`config.mk`:
```
export PLATFORM = sky130hd
export DESIGN_NAME = ahft_front
export DESIGN_NICKNAME = d
export VERILOG_FILES = /design/src/ahft_pkg.sv /design/src/ahft_front.sv
export SDC_FILE = /design/constraint.sdc
export NUM_CORES = 1
export LEC_CHECK = 0
export BUFFER_PORTS_ARGS = -buffer_cell sky130_fd_sc_hd__buf_2
export CORE_AREA = 2 2 40 42
export DETAILED_ROUTE_END_ITERATION = 10
export DIE_AREA = 0 0 42 44
export GPL_TIMING_DRIVEN = 1
export MAX_ROUTING_LAYER = met4
export PLACE_DENSITY_LB_ADDON = 0.12
export SLEW_MARGIN = 20
export SYNTH_ARGS = -nofsm -noshare
export SYNTH_HDL_FRONTEND = slang
export SYNTH_SLANG_ARGS = --single-unit
export TNS_END_PERCENT = 10
```
`constraint.sdc`:
```
create_clock -name vclk -period 1.2
set_input_delay 0.06 -clock vclk [all_inputs]
set_output_delay 0.06 -clock vclk [all_outputs]
set_load 0.005 [all_outputs]
```
`src/ahft_pkg.sv`:
```
// shared types and constants of the huffman frequency tracker
package ahft_pkg;

   localparam int SYM_W     = 10;
   localparam int SYM_EXT_W = 13;
   localparam int CMD_W     = 2;
   localparam int NSYM_W    = 11;
   localparam int RATE_W    = 16;
   localparam int IVL_W     = 16;
   localparam int FREQ_W    = 16;
   localparam int CYC_W     = 15;
   localparam int TOT_W     = 16;
   localparam int SUM_W     = 28;
   localparam int PROD_W    = 31;
   localparam int MCP_W     = 28;
   localparam int CSR_IDX_W = 2;
   localparam int CSR_DAT_W = 16;
   localparam int QUEUE_DEPTH = 2;

   localparam logic [CMD_W-1:0] CMD_COUNT      = 2'd0;
   localparam logic [CMD_W-1:0] CMD_RESET_ALL  = 2'd1;
   localparam logic [CMD_W-1:0] CMD_RESET_RATE = 2'd2;

   localparam logic [CSR_IDX_W-1:0] CSR_NUM_SYMBOLS = 2'd0;
   localparam logic [CSR_IDX_W-1:0] CSR_ADAPT_RATE  = 2'd1;
   localparam logic [CSR_IDX_W-1:0] CSR_MAX_IVL     = 2'd2;

   localparam int NSYM_RESET     = 256;
   localparam int RATE_RESET     = 64;
   localparam int IVL_RESET      = 64;
   localparam int RATE_ZERO      = 64;
   localparam int IVL_ZERO       = 64;
   localparam int RATE_MIN       = 32;
   localparam int SYM_FLOOR      = 24;
   localparam int SYM_PAD        = 6;
   localparam int CYCLE_CAP      = 32767;
   localparam int FREQ_MAX       = 65535;
   localparam int INIT_CYCLE_MAX = 16;
   localparam int RATE_CYCLE_MAX = 8;
   localparam int HALVE_LIMIT    = 32768;
   localparam int GROW_ROUND     = 31;
   localparam int GROW_SHIFT     = 5;

   localparam int MC_RESET_RAW =
      (((NSYM_RESET > SYM_FLOOR) ? NSYM_RESET : SYM_FLOOR) + SYM_PAD) * IVL_RESET;
   localparam int MC_RESET    = (MC_RESET_RAW > CYCLE_CAP) ? CYCLE_CAP : MC_RESET_RAW;
   localparam int CYCLE_RESET = (MC_RESET < INIT_CYCLE_MAX) ? MC_RESET : INIT_CYCLE_MAX;

   typedef enum logic [2:0] {
      KIND_COUNT,
      KIND_CLEAR,
      KIND_RATE,
      KIND_ERROR,
      KIND_REPORT
   } kind_type;

   typedef struct packed {
      kind_type           kind;
      logic [SYM_W-1:0]   symbol;
   } cmd_type;

   typedef struct packed {
      logic               error;
      logic               rebuild_due;
      logic [FREQ_W-1:0]  symbol_frequency;
      logic [CYC_W-1:0]   update_cycle_now;
      logic [TOT_W-1:0]   total_now;
   } rsp_type;

   typedef struct packed {
      logic [CYC_W-1:0]   cycle_ceiling;
      logic [RATE_W-1:0]  rate;
   } sched_type;

   typedef enum logic [3:0] {
      S_INIT,
      S_IDLE,
      S_COUNT,
      S_CLEAR,
      S_HALVE,
      S_GROW,
      S_GROW_CAP,
      S_FETCH,
      S_FETCH_DATA,
      S_EMIT
   } state_type;

endpackage

```
`src/ahft_front.sv`:
```
// command classifier ahead of the command queue
module ahft_front #(
   parameter int CNT_W = 11
) (
   input  logic [ahft_pkg::CMD_W-1:0]  command,
   input  logic [ahft_pkg::SYM_W-1:0]  symbol,
   input  logic [CNT_W-1:0]            active,
   output ahft_pkg::cmd_type           item
);

   always_comb begin
      item.symbol = symbol;
      unique case (command)
         ahft_pkg::CMD_COUNT: begin
            item.kind = (int'(symbol) < int'(active)) ? ahft_pkg::KIND_COUNT
                                                      : ahft_pkg::KIND_ERROR;
         end
         ahft_pkg::CMD_RESET_ALL: begin
            item.kind = (active != '0) ? ahft_pkg::KIND_CLEAR : ahft_pkg::KIND_REPORT;
         end
         ahft_pkg::CMD_RESET_RATE: begin
            item.kind = ahft_pkg::KIND_RATE;
         end
         default: begin
            item.kind = ahft_pkg::KIND_ERROR;
         end
      endcase
   end

endmodule

```
==> impl_results.md <==
* Post-Synthesis Cell Area at about 370 sq um
* Core footprint at ~1400 sq um
* Largest net degree at the start of global routing at 5
* Hold Path Cell Cnt at 2
* Number of global-route vias before repair at about 430
* Yosys top cell by area: ha_1
* Max-capacitance violation count at 0
* Syn Area/Cell at about 7 sq um
* CP required at 1.14 ns
* ANT nets after route at 0
* Die X at 42 um
* Post-place setup slack at -0.0427 ns
* Violation count after the first detailed-route iteration at 1
* Initial Util at 26.4%
* # clk buffers at 0
* Min cycle time layout at ~1.2 ns
* Slew headroom at about 78%
* Nets at ~120
* FP Rows at 14
* Share of cells above drive strength 1 at ~75%
* Cell leakage power at between 0.3 and 0.4 nW
* Pwr dens at roughly 330 nW/um^2
* Kind of cell adding the most delay to the critical path: compound AO/OA/AOI/OAI gates
* Syn. warnings at 0
* Crit-path cells: buf_2 > ha_1 > a21oi_1 > o21ai_2 > a21oi_2 > o31ai_1 > buf_2
* CP Max Fanout at 2
* Fin crit share at 97.3%
* Dpl cells at between 100 and 150
* Final worst slack at 0.0321 ns
* Final hold slack at between 0.2 and 0.3 ns
* HPWL Detailed at around 830 um
* Die area at ~1800 sq um
* Detail-routed net length per standard cell at roughly 10 um
* Total number of vias at 470
* RSZ-0062 raised after global routing: yes
* ANT cells at 0
* Largest stage delay on the critical path at approximately 0.30 ns
* Sequential-to-total area share from yosys stat at 0%
* HP Class: in -> out
* Slew @ Worst Pin at 0.321 ns
* # port buffers at 36
* Worst Path Class, Setup: in -> out
* Synth Instances at 54
* Synth area leaders: ha_1 (30%), buf_4 (20%), inv_1 (9.0%), nor4_1 (6.7%), a21oi_1 (5.4%)
* Synthesis-to-finish area growth at 98.7%
* Crit end category: output pin
* Drc violations at 0
* Sequential Area at 0 sq um
* Maximum clock frequency at 856 MHz
* DR pass1 iterations at 3
* Cell depth of the worst setup path at 7
* Worst path slowest cell: ha_1
* Peak supply drop at between 0.1 and 0.15 mV
* GP Congestion at around 0.76
* Hold_buf cts at 0
* Final WL at about 1.0 mm
* Cell repeated most along the worst path: buf_2
* Initial antenna violation count at 0
* Outcome: finished, final reports clean
* Critical Path AT at 1.11 ns
* Share of the synthesized area in the top cell type at 30.1%
* Die span in y at about 44 um
* Vias per std cell at about 4.6
* Setup violators final at 0
* Final non-filler cell total at 103
* Final slew viol count at 0
* IO Pins at 36
* Synth Net Count at 86
* Netlist cell types at 17
* Sequential cells at 0
* CP bufs+invs at 2
* Overall Global Routing Usage at between 10 and 15%
* GRT overflow at 0
* Startpoint Class: primary input
* First-pass GRT wire length at around 1.6 mm
* Final hold violation count at 0
report_power, final:
group | leakage, nW | internal (mW) | switching [mW]
Clock | 0 | 0 | 0
Sequential | 0 | 0 | 0
Combinational | 0.361 | 0.135 | 0.110
Total | 0.361 | 0.135 | 0.110
area by class of cell:
| cell class | count | area [sq um] |
|---|---|---|
| fill | 138 | 676 |
| tap | 16 | 20.0 |
| timing repair buffer | 43 | 288 |
| inverter | 9 | 38.8 |
| multi-input combinational | 35 | 397 |
placed cells by master (no fill, tap or decap):
cell type / count
buf_8: 2
nor4_2: 1
ha_1: 4
nand2_2: 1
o31ai_1: 1
nor3b_1: 1
buf_6: 6
ha_4: 5
buf_2: 29
buf_4: 6
nand4b_1: 1
nor2_1: 3
inv_4: 2
nor2_2: 1
inv_2: 3
nor4_1: 1
nor2b_1: 1
o21ai_2: 3
or3_1: 1
a211oi_2: 1
o21bai_4: 1
nor4_4: 2
nand2_1: 2
a21oi_1: 3
inv_1: 4
and4_4: 1
a21oi_2: 1
what timing repair did:
item                       4_1_cts  5_1_grt
pin swaps                        6        9
setup endpoints to repair        2        2
setup buffers                    0        0
resized for setup               20       17
path summary, 6_finish.rpt:
kind | from | endpoint | slack [ns]
max | symbol[2] | item[11] | 0.03
min | symbol[9] | item[9] | 0.29
cell families (layout without fill, tap and decap cells):
group | count (synthesis) | after routing | synth area share, %
simple gates | 16 | 16 | 24.4
fa+ha+maj | 9 | 9 | 30.1
buf+inv | 19 | 52 | 29.1
compound gates | 10 | 10 | 16.4
routing by layer:
metal,routed length (um),track usage (%)
met5,0,-
met4,0,0
met2,580,21.9
met1,397,13.1
met3,53,0
cell usage after synthesis:
| master | n |
|---|---|
| nand4b_1 | 1 |
| inv_1 | 9 |
| nor2b_1 | 1 |
| o21ai_2 | 1 |
| and4_4 | 1 |
| o31ai_1 | 1 |
| nand2_1 | 3 |
| nor3b_1 | 1 |
| or3_1 | 1 |
| o21bai_1 | 1 |
| o21ai_0 | 2 |
| a21oi_1 | 4 |
| ha_1 | 9 |
| nor2_1 | 4 |
| nor4_1 | 4 |
| buf_4 | 10 |
| a211oi_1 | 1 |
stage by stage:
| step | setup TNS, ns | power (mW) | utilization, % | instance area [sq um] |
|---|---|---|---|---|
| after global placement | -0.0910 | 0.167 | 38.9 | 552 |
| after floorplan | 0 | 0.0932 | - | 374 |
| after global routing | -0.0127 | 0.272 | 52.4 | 743 |
| after CTS | -0.0295 | 0.207 | 45.9 | 651 |
| final | 0 | 0.245 | 52.4 | 743 |
| after detailed placement | -0.0798 | 0.168 | 38.9 | 552 |
Power figures use the tool's default switching activity.
