--- src/ahft_pkg.sv ---
// shared types and constants of the huffman frequency tracker
package ahft_pkg;

   localparam int SYM_W     = 10;
   localparam int SYM_EXT_W = 13;
   localparam int CMD_W     = 2;
   localparam int NSYM_W    = 11;
   localparam int RATE_W    = 16;
   localparam int IVL_W     = 16;
   localparam int FREQ_W    = 16;
   localparam int CYC_W     = 15;
   localparam int TOT_W     = 16;
   localparam int SUM_W     = 28;
   localparam int PROD_W    = 31;
   localparam int MCP_W     = 28;
   localparam int CSR_IDX_W = 2;
   localparam int CSR_DAT_W = 16;
   localparam int QUEUE_DEPTH = 2;

   localparam logic [CMD_W-1:0] CMD_COUNT      = 2'd0;
   localparam logic [CMD_W-1:0] CMD_RESET_ALL  = 2'd1;
   localparam logic [CMD_W-1:0] CMD_RESET_RATE = 2'd2;

   localparam logic [CSR_IDX_W-1:0] CSR_NUM_SYMBOLS = 2'd0;
   localparam logic [CSR_IDX_W-1:0] CSR_ADAPT_RATE  = 2'd1;
   localparam logic [CSR_IDX_W-1:0] CSR_MAX_IVL     = 2'd2;

   localparam int NSYM_RESET     = 256;
   localparam int RATE_RESET     = 64;
   localparam int IVL_RESET      = 64;
   localparam int RATE_ZERO      = 64;
   localparam int IVL_ZERO       = 64;
   localparam int RATE_MIN       = 32;
   localparam int SYM_FLOOR      = 24;
   localparam int SYM_PAD        = 6;
   localparam int CYCLE_CAP      = 32767;
   localparam int FREQ_MAX       = 65535;
   localparam int INIT_CYCLE_MAX = 16;
   localparam int RATE_CYCLE_MAX = 8;
   localparam int HALVE_LIMIT    = 32768;
   localparam int GROW_ROUND     = 31;
   localparam int GROW_SHIFT     = 5;

   localparam int MC_RESET_RAW =
      (((NSYM_RESET > SYM_FLOOR) ? NSYM_RESET : SYM_FLOOR) + SYM_PAD) * IVL_RESET;
   localparam int MC_RESET    = (MC_RESET_RAW > CYCLE_CAP) ? CYCLE_CAP : MC_RESET_RAW;
   localparam int CYCLE_RESET = (MC_RESET < INIT_CYCLE_MAX) ? MC_RESET : INIT_CYCLE_MAX;

   typedef enum logic [2:0] {
      KIND_COUNT,
      KIND_CLEAR,
      KIND_RATE,
      KIND_ERROR,
      KIND_REPORT
   } kind_type;

   typedef struct packed {
      kind_type           kind;
      logic [SYM_W-1:0]   symbol;
   } cmd_type;

   typedef struct packed {
      logic               error;
      logic               rebuild_due;
      logic [FREQ_W-1:0]  symbol_frequency;
      logic [CYC_W-1:0]   update_cycle_now;
      logic [TOT_W-1:0]   total_now;
   } rsp_type;

   typedef struct packed {
      logic [CYC_W-1:0]   cycle_ceiling;
      logic [RATE_W-1:0]  rate;
   } sched_type;

   typedef enum logic [3:0] {
      S_INIT,
      S_IDLE,
      S_COUNT,
      S_CLEAR,
      S_HALVE,
      S_GROW,
      S_GROW_CAP,
      S_FETCH,
      S_FETCH_DATA,
      S_EMIT
   } state_type;

endpackage

--- src/ahft_queue.sv ---
// two-entry queue used between front, back and result port
module ahft_queue #(
   parameter int WIDTH = 8
) (
   input  logic             clock,
   input  logic             reset,
   input  logic             push,
   input  logic [WIDTH-1:0] wdata,
   output logic             full,
   input  logic             pop,
   output logic [WIDTH-1:0] rdata,
   output logic             empty
);

   localparam int DEPTH = ahft_pkg::QUEUE_DEPTH;
   localparam int PTR_W = $clog2(DEPTH);

   logic [WIDTH-1:0] slot_ff [DEPTH];
   logic [PTR_W-1:0] wr_ptr_ff, wr_ptr_in;
   logic [PTR_W-1:0] rd_ptr_ff, rd_ptr_in;
   logic [PTR_W:0]   count_ff, count_in;
   logic             do_push, do_pop;

   assign full    = (count_ff == (PTR_W+1)'(DEPTH));
   assign empty   = (count_ff == '0);
   assign do_push = push && !full;
   assign do_pop  = pop && !empty;
   assign rdata   = slot_ff[rd_ptr_ff];

   always_comb begin
      wr_ptr_in = do_push ? wr_ptr_ff + 1'b1 : wr_ptr_ff;
      rd_ptr_in = do_pop ? rd_ptr_ff + 1'b1 : rd_ptr_ff;
      count_in  = count_ff;
      if (do_push && !do_pop) begin
         count_in = count_ff + 1'b1;
      end else if (do_pop && !do_push) begin
         count_in = count_ff - 1'b1;
      end
   end

   always_ff @(posedge clock) begin
      if (reset) begin
         wr_ptr_ff <= '0;
         rd_ptr_ff <= '0;
         count_ff  <= '0;
      end else begin
         wr_ptr_ff <= wr_ptr_in;
         rd_ptr_ff <= rd_ptr_in;
         count_ff  <= count_in;
      end
   end

   always_ff @(posedge clock) begin
      if (do_push) begin
         slot_ff[wr_ptr_ff] <= wdata;
      end
   end

endmodule

--- config.mk ---
export PLATFORM = sky130hd
export DESIGN_NAME = ahft_queue
export DESIGN_NICKNAME = d
export VERILOG_FILES = /design/src/ahft_pkg.sv /design/src/ahft_queue.sv
export SDC_FILE = /design/constraint.sdc
export NUM_CORES = 1
export LEC_CHECK = 0
export ABC_AREA = 1
export BUFFER_PORTS_ARGS = -buffer_cell sky130_fd_sc_hd__buf_2
export CAP_MARGIN = 20
export CORE_MARGIN = 8
export CORE_UTILIZATION = 53
export CTS_CLUSTER_DIAMETER = 200
export DETAILED_ROUTE_END_ITERATION = 10
export PLACE_DENSITY = 0.8
export SYNTH_ARGS = -nofsm -noshare
export SYNTH_HDL_FRONTEND = slang
export SYNTH_SLANG_ARGS = --single-unit
--- constraint.sdc ---
create_clock -name clock -period 2.2 [get_ports clock]
set_input_delay 0.44 -clock clock [delete_from_list [all_inputs] [get_ports clock]]
set_output_delay 0.44 -clock clock [all_outputs]
set_load 0.05 [all_outputs]
==> impl_metrics.env, run 1 <==
export IMPL_finalSetupViolCount=0
export IMPL_arrival_ps=1430
export IMPL_maxSlewHeadroom_pct=77.1
export IMPL_die_width_um=55.5
export IMPL_pwr_share_clk_pct=14.2
export IMPL_grt_use_met3_pct=4.57
export IMPL_ff_latch_area_um2=581
export IMPL_grt_util_all_layers_pct=9.73
export IMPL_holdBufCountCts=0
export IMPL_cp_required_ps=1760
export IMPL_use_met2_pct=17.3
export IMPL_antenna_found_initial=0
export IMPL_fin_nets=102
export IMPL_synthSimpleGateAreaFrac_pct=8.31
export IMPL_crit_type="reg -> out"
export IMPL_hp_class="in -> reg"
export IMPL_final_hold_viol_count=0
export IMPL_dp_slack_ps=651
export IMPL_fillCellCount=113
export IMPL_synth_avg_cell_area_um2=13.4
export IMPL_p_switching_mw=0.533
export IMPL_htreeDepth=1
export IMPL_yosysSeqAreaShare_pct=70.1
export IMPL_grt_overflow=0
export IMPL_cts_tree="done"
export IMPL_syn_area_um2=828
export IMPL_clk_latency_ps=300
export IMPL_wirelength_um=1430
export IMPL_placeableCoreArea_mm2=0.00149
export IMPL_synth_adder_area_share_pct=1.51
export IMPL_wire_per_inst_um=13.8
export IMPL_hpwl_um=1090
export IMPL_ys_seq_elements=21
export IMPL_synth_xor_area_share_pct=0
export IMPL_place_gp_congestion=0.697
export IMPL_swShare_pct=42.1
export IMPL_ctsLongestPathBuffers=2
export IMPL_dr_total_vias=517
export IMPL_tns_ps=0
export IMPL_synth_enable_flop_cells=16
export IMPL_max_vdd_ir_drop_mv=0.775
export IMPL_cts_clk_slew_worst_paths_ps=110
export IMPL_power_density_mw_per_mm2=1280
export IMPL_n_antenna_cell=0
export IMPL_finalCritPeriodShare_pct=85.0
export IMPL_synth_cell_types=16
export IMPL_initial_core_util_pct=55.6
export IMPL_ys_warn_count=0
export IMPL_power_frac_comb_pct=41.4
export IMPL_numCtsBuffers=3
export IMPL_use_met1_pct=8.84
export IMPL_rows=14
export IMPL_hp_start="wdata[3]"
export IMPL_area_growth_pct=19.6
export IMPL_final_max_slew_viol_count=0
export IMPL_p_leak_nw=0.419
export IMPL_end_kind="output pin"
export IMPL_crit_fanout=8
export IMPL_skew_ps=2.57
export IMPL_synthMuxAreaShare_pct=10.9
export IMPL_dieArea_mm2=0.00308
export IMPL_seqPwrFrac_pct=44.4
export IMPL_async_flop_share_pct=0
export IMPL_startpoint_type="register"
export IMPL_worstReg2RegStart="count_ff[1]"
export IMPL_synth_top_family_by_area="multiplexers"
export IMPL_vias_per_cell=4.97
export IMPL_worst_pin_slew_ps=342
export IMPL_drc=0
export IMPL_synth_main_ff_cell="edfxtp_1"
export IMPL_drive_gt1_share_pct=45.5
export IMPL_post_cts_buffers=0
export IMPL_maxCapViolCount=0
export IMPL_final_util_pct=66.6
export IMPL_multi_input_area_um2=209
export IMPL_grt_pass1_vias=538
export IMPL_grt_pass1_wl_um=2320
export IMPL_synth_compound_area_share_pct=4.53
export IMPL_outcome="finished clean"
export IMPL_grt_setup_unrepaired="false"
export IMPL_drt_pass1_iter_count=4
export IMPL_fin_ws_ps=330
export IMPL_syn_nets=75
export IMPL_cts_resized=0
export IMPL_drt_iter0_markers=19
export IMPL_die_h_um=55.5
export IMPL_cts_root_buffer="clkbuf_4"
export IMPL_clock_sinks=21
export IMPL_period_needed_ps=1870
export IMPL_fmax_ghz=0.535
export IMPL_portBuffers=21
export IMPL_ant_nets=0
export IMPL_synthCells=62
export IMPL_grt_max_degree=13
export IMPL_ios=22
export IMPL_gr_max_usage_layer="met2"
export IMPL_p_int_mw=0.734
-- metal layers --
layer  wire, um  vias to the layer above
li1           -                      263
met1        565                      233
met2        748                       17
met3         94                        4
met4         23                        0
met5          0                        -
-- synth_stat cells (2+ instances only) --
cell      number  share of area [%]
nor2_1         9                4.1
o21ai_2        2                2.1
inv_2          2               0.91
inv_1          7                3.2
nand2_1        4                1.8
dfxtp_1        5                 12
mux2_2         8                 11
o21ai_0        2                1.2
edfxtp_1      16                 58
-- layout by cell type, fill, tap and decap left out --
cell      synthesis  routed
and2_4            1       1
o21ai_0           2       2
edfxtp_1         16      16
o21ai_2           2       2
clkbuf_4          0       3
dfxtp_1           5       5
inv_2             2       2
inv_1             7       7
mux2_2            8       8
nand4_1           1       1
a21oi_1           1       1
buf_2             1      21
ha_1              1       1
nand3_1           1       1
o21ai_1           1       1
nor2_1            9       9
buf_4             0       2
nand2_1           4       4
clkinv_2          0       1
-- path summary, 6_finish.rpt --
check / to / slack [ps] / cells past startpoint
max: rdata[2] / 330 / 2
min reg2reg: wr_ptr_ff / 530 / 2
max reg2reg: count_ff[1] / 730 / 9
min: slot_ff[0][3] / 320 / 1
-- critical path: stages (launching register included) --
cell and delay, ps:
dfxtp_1 540, mux2_2 380, buf_2 210
-- logic make-up after synthesis --
kind of cell               after synthesis
buffers and inverters                   10
DFF                                     21
and+or+nand+nor                         16
adders and majority gates                1
AOI/OAI and AO/OA                        6
muxes                                    8
-- flip-flops by register name, indices dropped and copies added (netlist names), named ones only --
| name | flops |
|---|---|
| count_ff | 2 |
| slot_ff | 16 |
| rd_ptr_ff | 1 |
| wr_ptr_ff | 1 |
-- power groups by stage --
| stage | clock network, mW | logic, mW | registers [mW] |
|---|---|---|---|
| 2_1_floorplan | 0 | 0.435 | 0.548 |
| 3_3_place_gp | 0 | 0.518 | 0.567 |
| 3_5_place_dp | 0 | 0.530 | 0.574 |
| 4_1_cts | 0.185 | 0.533 | 0.564 |
| 5_1_grt | 0.206 | 0.565 | 0.573 |
| 6_report | 0.180 | 0.525 | 0.562 |
-- through the flow --
stage / cells / cell area, um2 / hold WS [ps] / power, mW
3_5_place_dp: 100 / 963 / 499 / 1.10
3_3_place_gp: 100 / 963 / 489 / 1.09
4_1_cts: 104 / 991 / 310 / 1.28
2_1_floorplan: 62 / 828 / 474 / 0.982
5_1_grt: 104 / 991 / 291 / 1.34
6_report: 104 / 991 / 320 / 1.27
-- area by class of cell --
type                    instances  share of cell area, %
clock inverters                 1                  0.505
flip-flops and latches         21                   58.6
inverters                       9                   3.41
repair buffers                 23                   12.1
well taps                      16                   2.02
clock buffers                   3                   2.27
multi-input cells              31                   21.1
Power figures use the tool's default switching activity.
==> inputs of run 2 (changes only) <==
Clock period 2.2 ns to 2.3 ns, I/O delays scaled along.
==> run 2 against run 1 <==
Routed wire length fell by 2.5%. Via count fell by 1.5%. Register-to-register slack barely moved. Non-clock buffer count fell by 2. Sequential share of layout area rose by 0.98 points. Die area did not move. Clock skew barely moved. Sequential power fell by 4.1%. Utilization fell by 1.1 points. Global-route usage fell by 0.71 points. Clock-buffer cell count rose by 1. Critical path depth did not move. Critical endpoint is now rdata[5].
==> impl_metrics.env, run 2 (synthesis results as in run 1) <==
export IMPL_final_hold_viol_count=0
export IMPL_grt_pass1_wl_um=2260
export IMPL_post_cts_buffers=0
export IMPL_arrival_ps=1420
export IMPL_cts_root_buffer="clkbuf_4"
export IMPL_maxCapViolCount=0
export IMPL_hpwl_um=1110
export IMPL_htreeDepth=1
export IMPL_maxSlewHeadroom_pct=52.7
export IMPL_rows=14
export IMPL_worst_pin_slew_ps=706
export IMPL_power_frac_comb_pct=40.9
export IMPL_drive_gt1_share_pct=43.0
export IMPL_seqPwrFrac_pct=45.0
export IMPL_ios=22
export IMPL_skew_ps=2.43
export IMPL_finalSetupViolCount=0
export IMPL_initial_core_util_pct=55.6
export IMPL_r2r_slack_ps=740
export IMPL_area_growth_pct=17.7
export IMPL_final_max_slew_viol_count=0
export IMPL_crit_slowest_cell="dfxtp_1"
export IMPL_pwr_share_clk_pct=14.0
export IMPL_fin_cells=102
export IMPL_power_density_mw_per_mm2=1230
export IMPL_cts_resized=0
export IMPL_max_stage_delay_ps=540
export IMPL_worstReg2RegStart="count_ff[0]"
export IMPL_ant_nets=0
export IMPL_rr_worst_depth=2
export IMPL_drt_pass1_iter_count=4
export IMPL_grt_max_degree=12
export IMPL_tns_ps=0
export IMPL_finalCritPeriodShare_pct=81.8
export IMPL_layout_common_cells="buf_2 (21), edfxtp_1 (16), nor2_1 (9)"
export IMPL_clk_latency_ps=290
export IMPL_cts_tree="done"
export IMPL_fmax_ghz=0.532
export IMPL_dr_total_vias=509
export IMPL_fin_nets=100
export IMPL_numCtsBuffers=3
export IMPL_crit_type="reg -> out"
export IMPL_grt_pass1_vias=524
export IMPL_multi_input_area_um2=209
export IMPL_placeableCoreArea_mm2=0.00149
export IMPL_critPathCapture="rdata[5]"
export IMPL_dieArea_mm2=0.00308
export IMPL_outcome="finished clean"
export IMPL_antenna_found_initial=0
export IMPL_wirelength_um=1400
export IMPL_period_needed_ps=1880
export IMPL_p_switching_mw=0.503
export IMPL_p_leak_nw=0.406
export IMPL_startpoint_type="register"
export IMPL_drt_iter0_markers=7
export IMPL_holdBufCountCts=0
export IMPL_largest_reg_flops=16
export IMPL_portBuffers=21
export IMPL_top_register="slot_ff"
export IMPL_cp_required_ps=1840
export IMPL_wire_per_inst_um=13.7
export IMPL_grt_setup_unrepaired="false"
export IMPL_die_width_um=55.5
export IMPL_vias_per_cell=4.99
export IMPL_cts_clk_slew_worst_paths_ps=110
export IMPL_clock_sinks=21
export IMPL_ff_latch_area_um2=581
export IMPL_grt_util_all_layers_pct=9.03
export IMPL_max_vdd_ir_drop_mv=0.894
export IMPL_n_antenna_cell=0
export IMPL_path_cells="mux2_2 -> buf_2"
export IMPL_place_gp_congestion=0.716
export IMPL_p_int_mw=0.695
export IMPL_drc=0
export IMPL_largest_registers="slot_ff x16, count_ff x2"
export IMPL_r2r_end="slot_ff[1][0]"
export IMPL_crit_fanout=8
export IMPL_end_kind="output pin"
export IMPL_hp_class="in -> reg"
export IMPL_swShare_pct=42.0
export IMPL_ctsLongestPathBuffers=2
export IMPL_grt_overflow=0
export IMPL_dp_cells=98
export IMPL_fillCellCount=118
export IMPL_layout_commonest_cell="buf_2"
export IMPL_die_h_um=55.5
## run 2: cell types whose count changed in the layout (fill, tap and decap cells not counted)
cell / delta
buf_4: -2
clkbuf_1: +1
clkinv_2: -1
## run 2: worst max-delay path: cells and delay by family (launching register included)
family,cells,cell delay [ps]
DFF,1,540
muxes,1,380
buffers and inverters,1,210
## run 2: cell type report
type / count / share of cell area, %
sequential: 21 / 59.6
multi-input combinational: 31 / 21.4
timing repair buffer: 21 / 10.8
inverter: 9 / 3.47
clock buffer: 4 / 2.70
tap: 16 / 2.05
## run 2: through the flow
| stage | total power, mW | setup WS, ps | cell area (um2) | hold WS, ps | util [%] |
|---|---|---|---|---|---|
| finish | 1.20 | 419 | 975 | 353 | 65.5 |
| global route | 1.27 | 336 | 975 | 327 | 65.5 |
| CTS | 1.21 | 405 | 975 | 349 | 65.5 |
| detailed placement | 1.05 | 724 | 948 | 500 | 63.7 |
| global placement | 1.03 | 736 | 948 | 485 | 63.7 |
| floorplan | 0.940 | 752 | 828 | 474 | - |
## run 2: power by group through the flow
stage | combinational [mW] | clock [mW] | sequential (mW)
floorplan | 0.416 | 0 | 0.524
global placement | 0.485 | 0 | 0.543
detailed placement | 0.497 | 0 | 0.549
CTS | 0.498 | 0.171 | 0.540
global route | 0.525 | 0.192 | 0.548
finish | 0.490 | 0.168 | 0.539
## run 2: worst min-delay path by stage
stage / slack [ps] / cells past startpoint / start / to
2_1_floorplan: 470 / 2 / wr_ptr_ff / wr_ptr_ff
3_3_place_gp: 480 / 2 / wr_ptr_ff / wr_ptr_ff
3_5_place_dp: 500 / 2 / wr_ptr_ff / wr_ptr_ff
4_1_cts: 350 / 1 / wdata[1] / slot_ff[0][1]
5_1_grt: 330 / 1 / wdata[1] / slot_ff[0][1]
6_report: 350 / 1 / wdata[3] / slot_ff[0][3]
## run 2: layer usage
| layer | track usage (%) | part of all wire, % | routed length, um | up-vias |
|---|---|---|---|---|
| met5 | 0 | 0 | 0 | - |
| met4 | 1.06 | 0 | 0 | 0 |
| met3 | 4.34 | 6.9 | 97 | 0 |
| met2 | 17.0 | 54 | 756 | 15 |
| met1 | 8.83 | 39 | 544 | 233 |
| li1 | - | - | - | 261 |
==> inputs of run 3 (changes only) <==
Settings changed: ABC_AREA 1 to 0, CORE_UTILIZATION 53 to 48, PLACE_DENSITY 0.8 to 0.74.
Clock period 2.3 ns to 1.8 ns, I/O delays scaled along.
==> run 3 against run 2 <==
Power rose by 29%. Routed wire length fell by 4.4%. Sequential cell count did not move. Highest routed layer is now met4. Design area fell by 3.0%. Area after synthesis fell by 4.2%. First-iteration DRC count rose by 29%. Combinational power rose by 32%.
==> impl_metrics.env, run 3 <==
export IMPL_finalCritPeriodShare_pct=92.7
export IMPL_numCtsBuffers=3
export IMPL_drt_pass1_iter_count=3
export IMPL_maxCapViolCount=0
export IMPL_power_density_mw_per_mm2=1630
export IMPL_finalSetupViolCount=0
export IMPL_ys_top_cells_by_count="edfxtp_1 (16), mux2_2 (8), dfxtp_1 (5), nor2_1 (5)"
export IMPL_cts_tree="done"
export IMPL_synth_avg_cell_area_um2=15.9
export IMPL_syn_nets=63
export IMPL_layout_commonest_cell="buf_2"
export IMPL_r2r_slack_ps=180
export IMPL_synthCells=50
export IMPL_ios=22
export IMPL_grt_pass1_wl_um=2170
export IMPL_ys_top_cells_by_area="edfxtp_1 (61%), dfxtp_1 (13%), mux2_2 (11%)"
export IMPL_drt_iter0_markers=9
export IMPL_outcome="finished clean"
export IMPL_startpoint_type="register"
export IMPL_top_register="slot_ff"
export IMPL_worst_pin_slew_ps=383
export IMPL_worstReg2RegStart="count_ff[0]"
export IMPL_total_power_mw=1.54
export IMPL_rr_worst_depth=4
export IMPL_placeableCoreArea_mm2=0.00152
export IMPL_max_vdd_ir_drop_mv=0.986
export IMPL_yosysMostFrequentCell="edfxtp_1"
export IMPL_hpwl_um=1050
export IMPL_tns_ps=0
export IMPL_initial_core_util_pct=52.1
export IMPL_crit_type="reg -> out"
export IMPL_crit_fanout=8
export IMPL_dr_total_vias=479
export IMPL_grt_overflow=0
export IMPL_die_h_um=56.7
export IMPL_fin_nets=88
export IMPL_clk_latency_ps=280
export IMPL_wire_per_inst_um=14.8
export IMPL_clock_sinks=21
export IMPL_end_kind="output pin"
export IMPL_maxSlewHeadroom_pct=74.5
export IMPL_r2r_end="count_ff[1]"
export IMPL_arrival_ps=1310
export IMPL_async_flop_share_pct=0
export IMPL_htreeDepth=1
export IMPL_ys_seq_elements=21
export IMPL_place_gp_congestion=0.698
export IMPL_dieArea_mm2=0.00321
export IMPL_fillCellCount=122
export IMPL_grt_pass1_vias=504
export IMPL_wirelength_um=1340
export IMPL_cts_root_buffer="clkbuf_4"
export IMPL_holdBufCountCts=0
export IMPL_cts_resized=1
export IMPL_layout_common_cells="buf_2 (21), edfxtp_1 (16), mux2_2 (8)"
export IMPL_area_growth_pct=19.2
export IMPL_netlist_area_leader_share_pct=60.6
export IMPL_skew_ps=3.47
export IMPL_hp_class="in -> reg"
export IMPL_drive_gt1_share_pct=45.9
export IMPL_ctsLongestPathBuffers=2
export IMPL_final_max_slew_viol_count=0
export IMPL_rows=14
export IMPL_grt_setup_unrepaired="false"
export IMPL_portBuffers=21
export IMPL_critPathCapture="rdata[0]"
export IMPL_fmax_ghz=0.599
export IMPL_drc=0
export IMPL_final_hold_viol_count=0
export IMPL_crit_slowest_cell="dfxtp_2"
export IMPL_post_cts_buffers=0
export IMPL_grt_util_all_layers_pct=8.59
export IMPL_ant_nets=0
export IMPL_n_antenna_cell=0
export IMPL_cp_required_ps=1440
export IMPL_period_needed_ps=1670
export IMPL_whs_path_depth=1
export IMPL_synth_enable_flop_cells=16
export IMPL_synth_main_ff_cell="edfxtp_1"
export IMPL_largest_reg_flops=16
export IMPL_synth_largest_area_cell="edfxtp_1"
export IMPL_antenna_found_initial=0
export IMPL_synth_cell_types=13
export IMPL_grt_max_degree=12
export IMPL_syn_area_um2=793
export IMPL_yosysSeqAreaShare_pct=73.2
export IMPL_path_cells="mux2_2 -> buf_2"
export IMPL_largest_registers="slot_ff x16, count_ff x2"
export IMPL_vias_per_cell=5.32
export IMPL_die_width_um=56.7
export IMPL_ys_warn_count=0
export IMPL_max_stage_delay_ps=450
export IMPL_cts_clk_slew_worst_paths_ps=110
export IMPL_p_leak_nw=0.380
[run 3: cell count changes after synthesis, moves of 2 or more]
cell and change:
inv_1 -5, nand2_1 -4, or3_1 +2, nor2_1 -4, inv_2 -2, o21ai_2 -2
xor2_1 +3
[run 3: kinds of logic (layout without fill, tap and decap cells)]
logic type / count (synthesis) / count (layout) / synth area share, %
flip-flops: 21 / 21 / 73.2
AND/OR/NAND/NOR: 9 / 9 / 5.84
multiplexers: 8 / 8 / 11.4
AO/OA/AOI/OAI: 5 / 5 / 3.15
XOR/XNOR: 3 / 3 / 3.31
buffers and inverters: 3 / 27 / 1.58
adder cells (fa/ha/maj): 1 / 1 / 1.58
[run 3: how the worst min path moves through the flow]
| stage | from | endpoint |
|---|---|---|
| 6_report | wdata[4] | slot_ff[1][4] |
| 5_1_grt | wdata[6] | slot_ff[1][6] |
| 3_5_place_dp | rd_ptr_ff | rd_ptr_ff |
| 2_1_floorplan | reset | count_ff[1] |
| 4_1_cts | wdata[6] | slot_ff[0][6] |
| 3_3_place_gp | wr_ptr_ff | wr_ptr_ff |
[run 3: layout make-up]
type,instances,area (um2),share of cell area (%)
inverter,2,7.51,0.794
sequential,21,582,61.5
tap,16,20.0,2.12
multi-input combinational,26,205,21.7
timing repair buffer,21,105,11.1
clock buffer,4,26.3,2.78
[run 3: stage by stage]
stage                     setup slack [ps]  utilization (%)  instance area, um2  instances  hold WS, ps
after floorplan                        127                -                 798         50          429
after global placement                 288             60.3                 918         86          467
after detailed placement               199             60.3                 918         86          505
after CTS                              112             62.1                 946         90          246
after global routing                  82.6             62.1                 946         90          233
final                                  131             62.1                 946         90          256
[run 3: metal layers]
metal,global-route usage (%),up-vias,part of all wire [%]
met5,0,-,0
met2,15.5,10,55
met4,4.47,0,0.97
met3,4.04,2,7.1
li1,-,230,-
met1,7.64,237,37
[run 3: report_power, final]
group / switching (mW) / internal [mW] / total, mW
clock: 0.124 / 0.0859 / 0.210
sequential: 0.0665 / 0.621 / 0.687
combinational: 0.450 / 0.198 / 0.648
[run 3: critical path, delay by kind of cell (launching register included)]
| family | cells | cell delay (ps) |
|---|---|---|
| buffers and inverters | 1 | 210 |
| DFF | 1 | 450 |
| muxes | 1 | 360 |
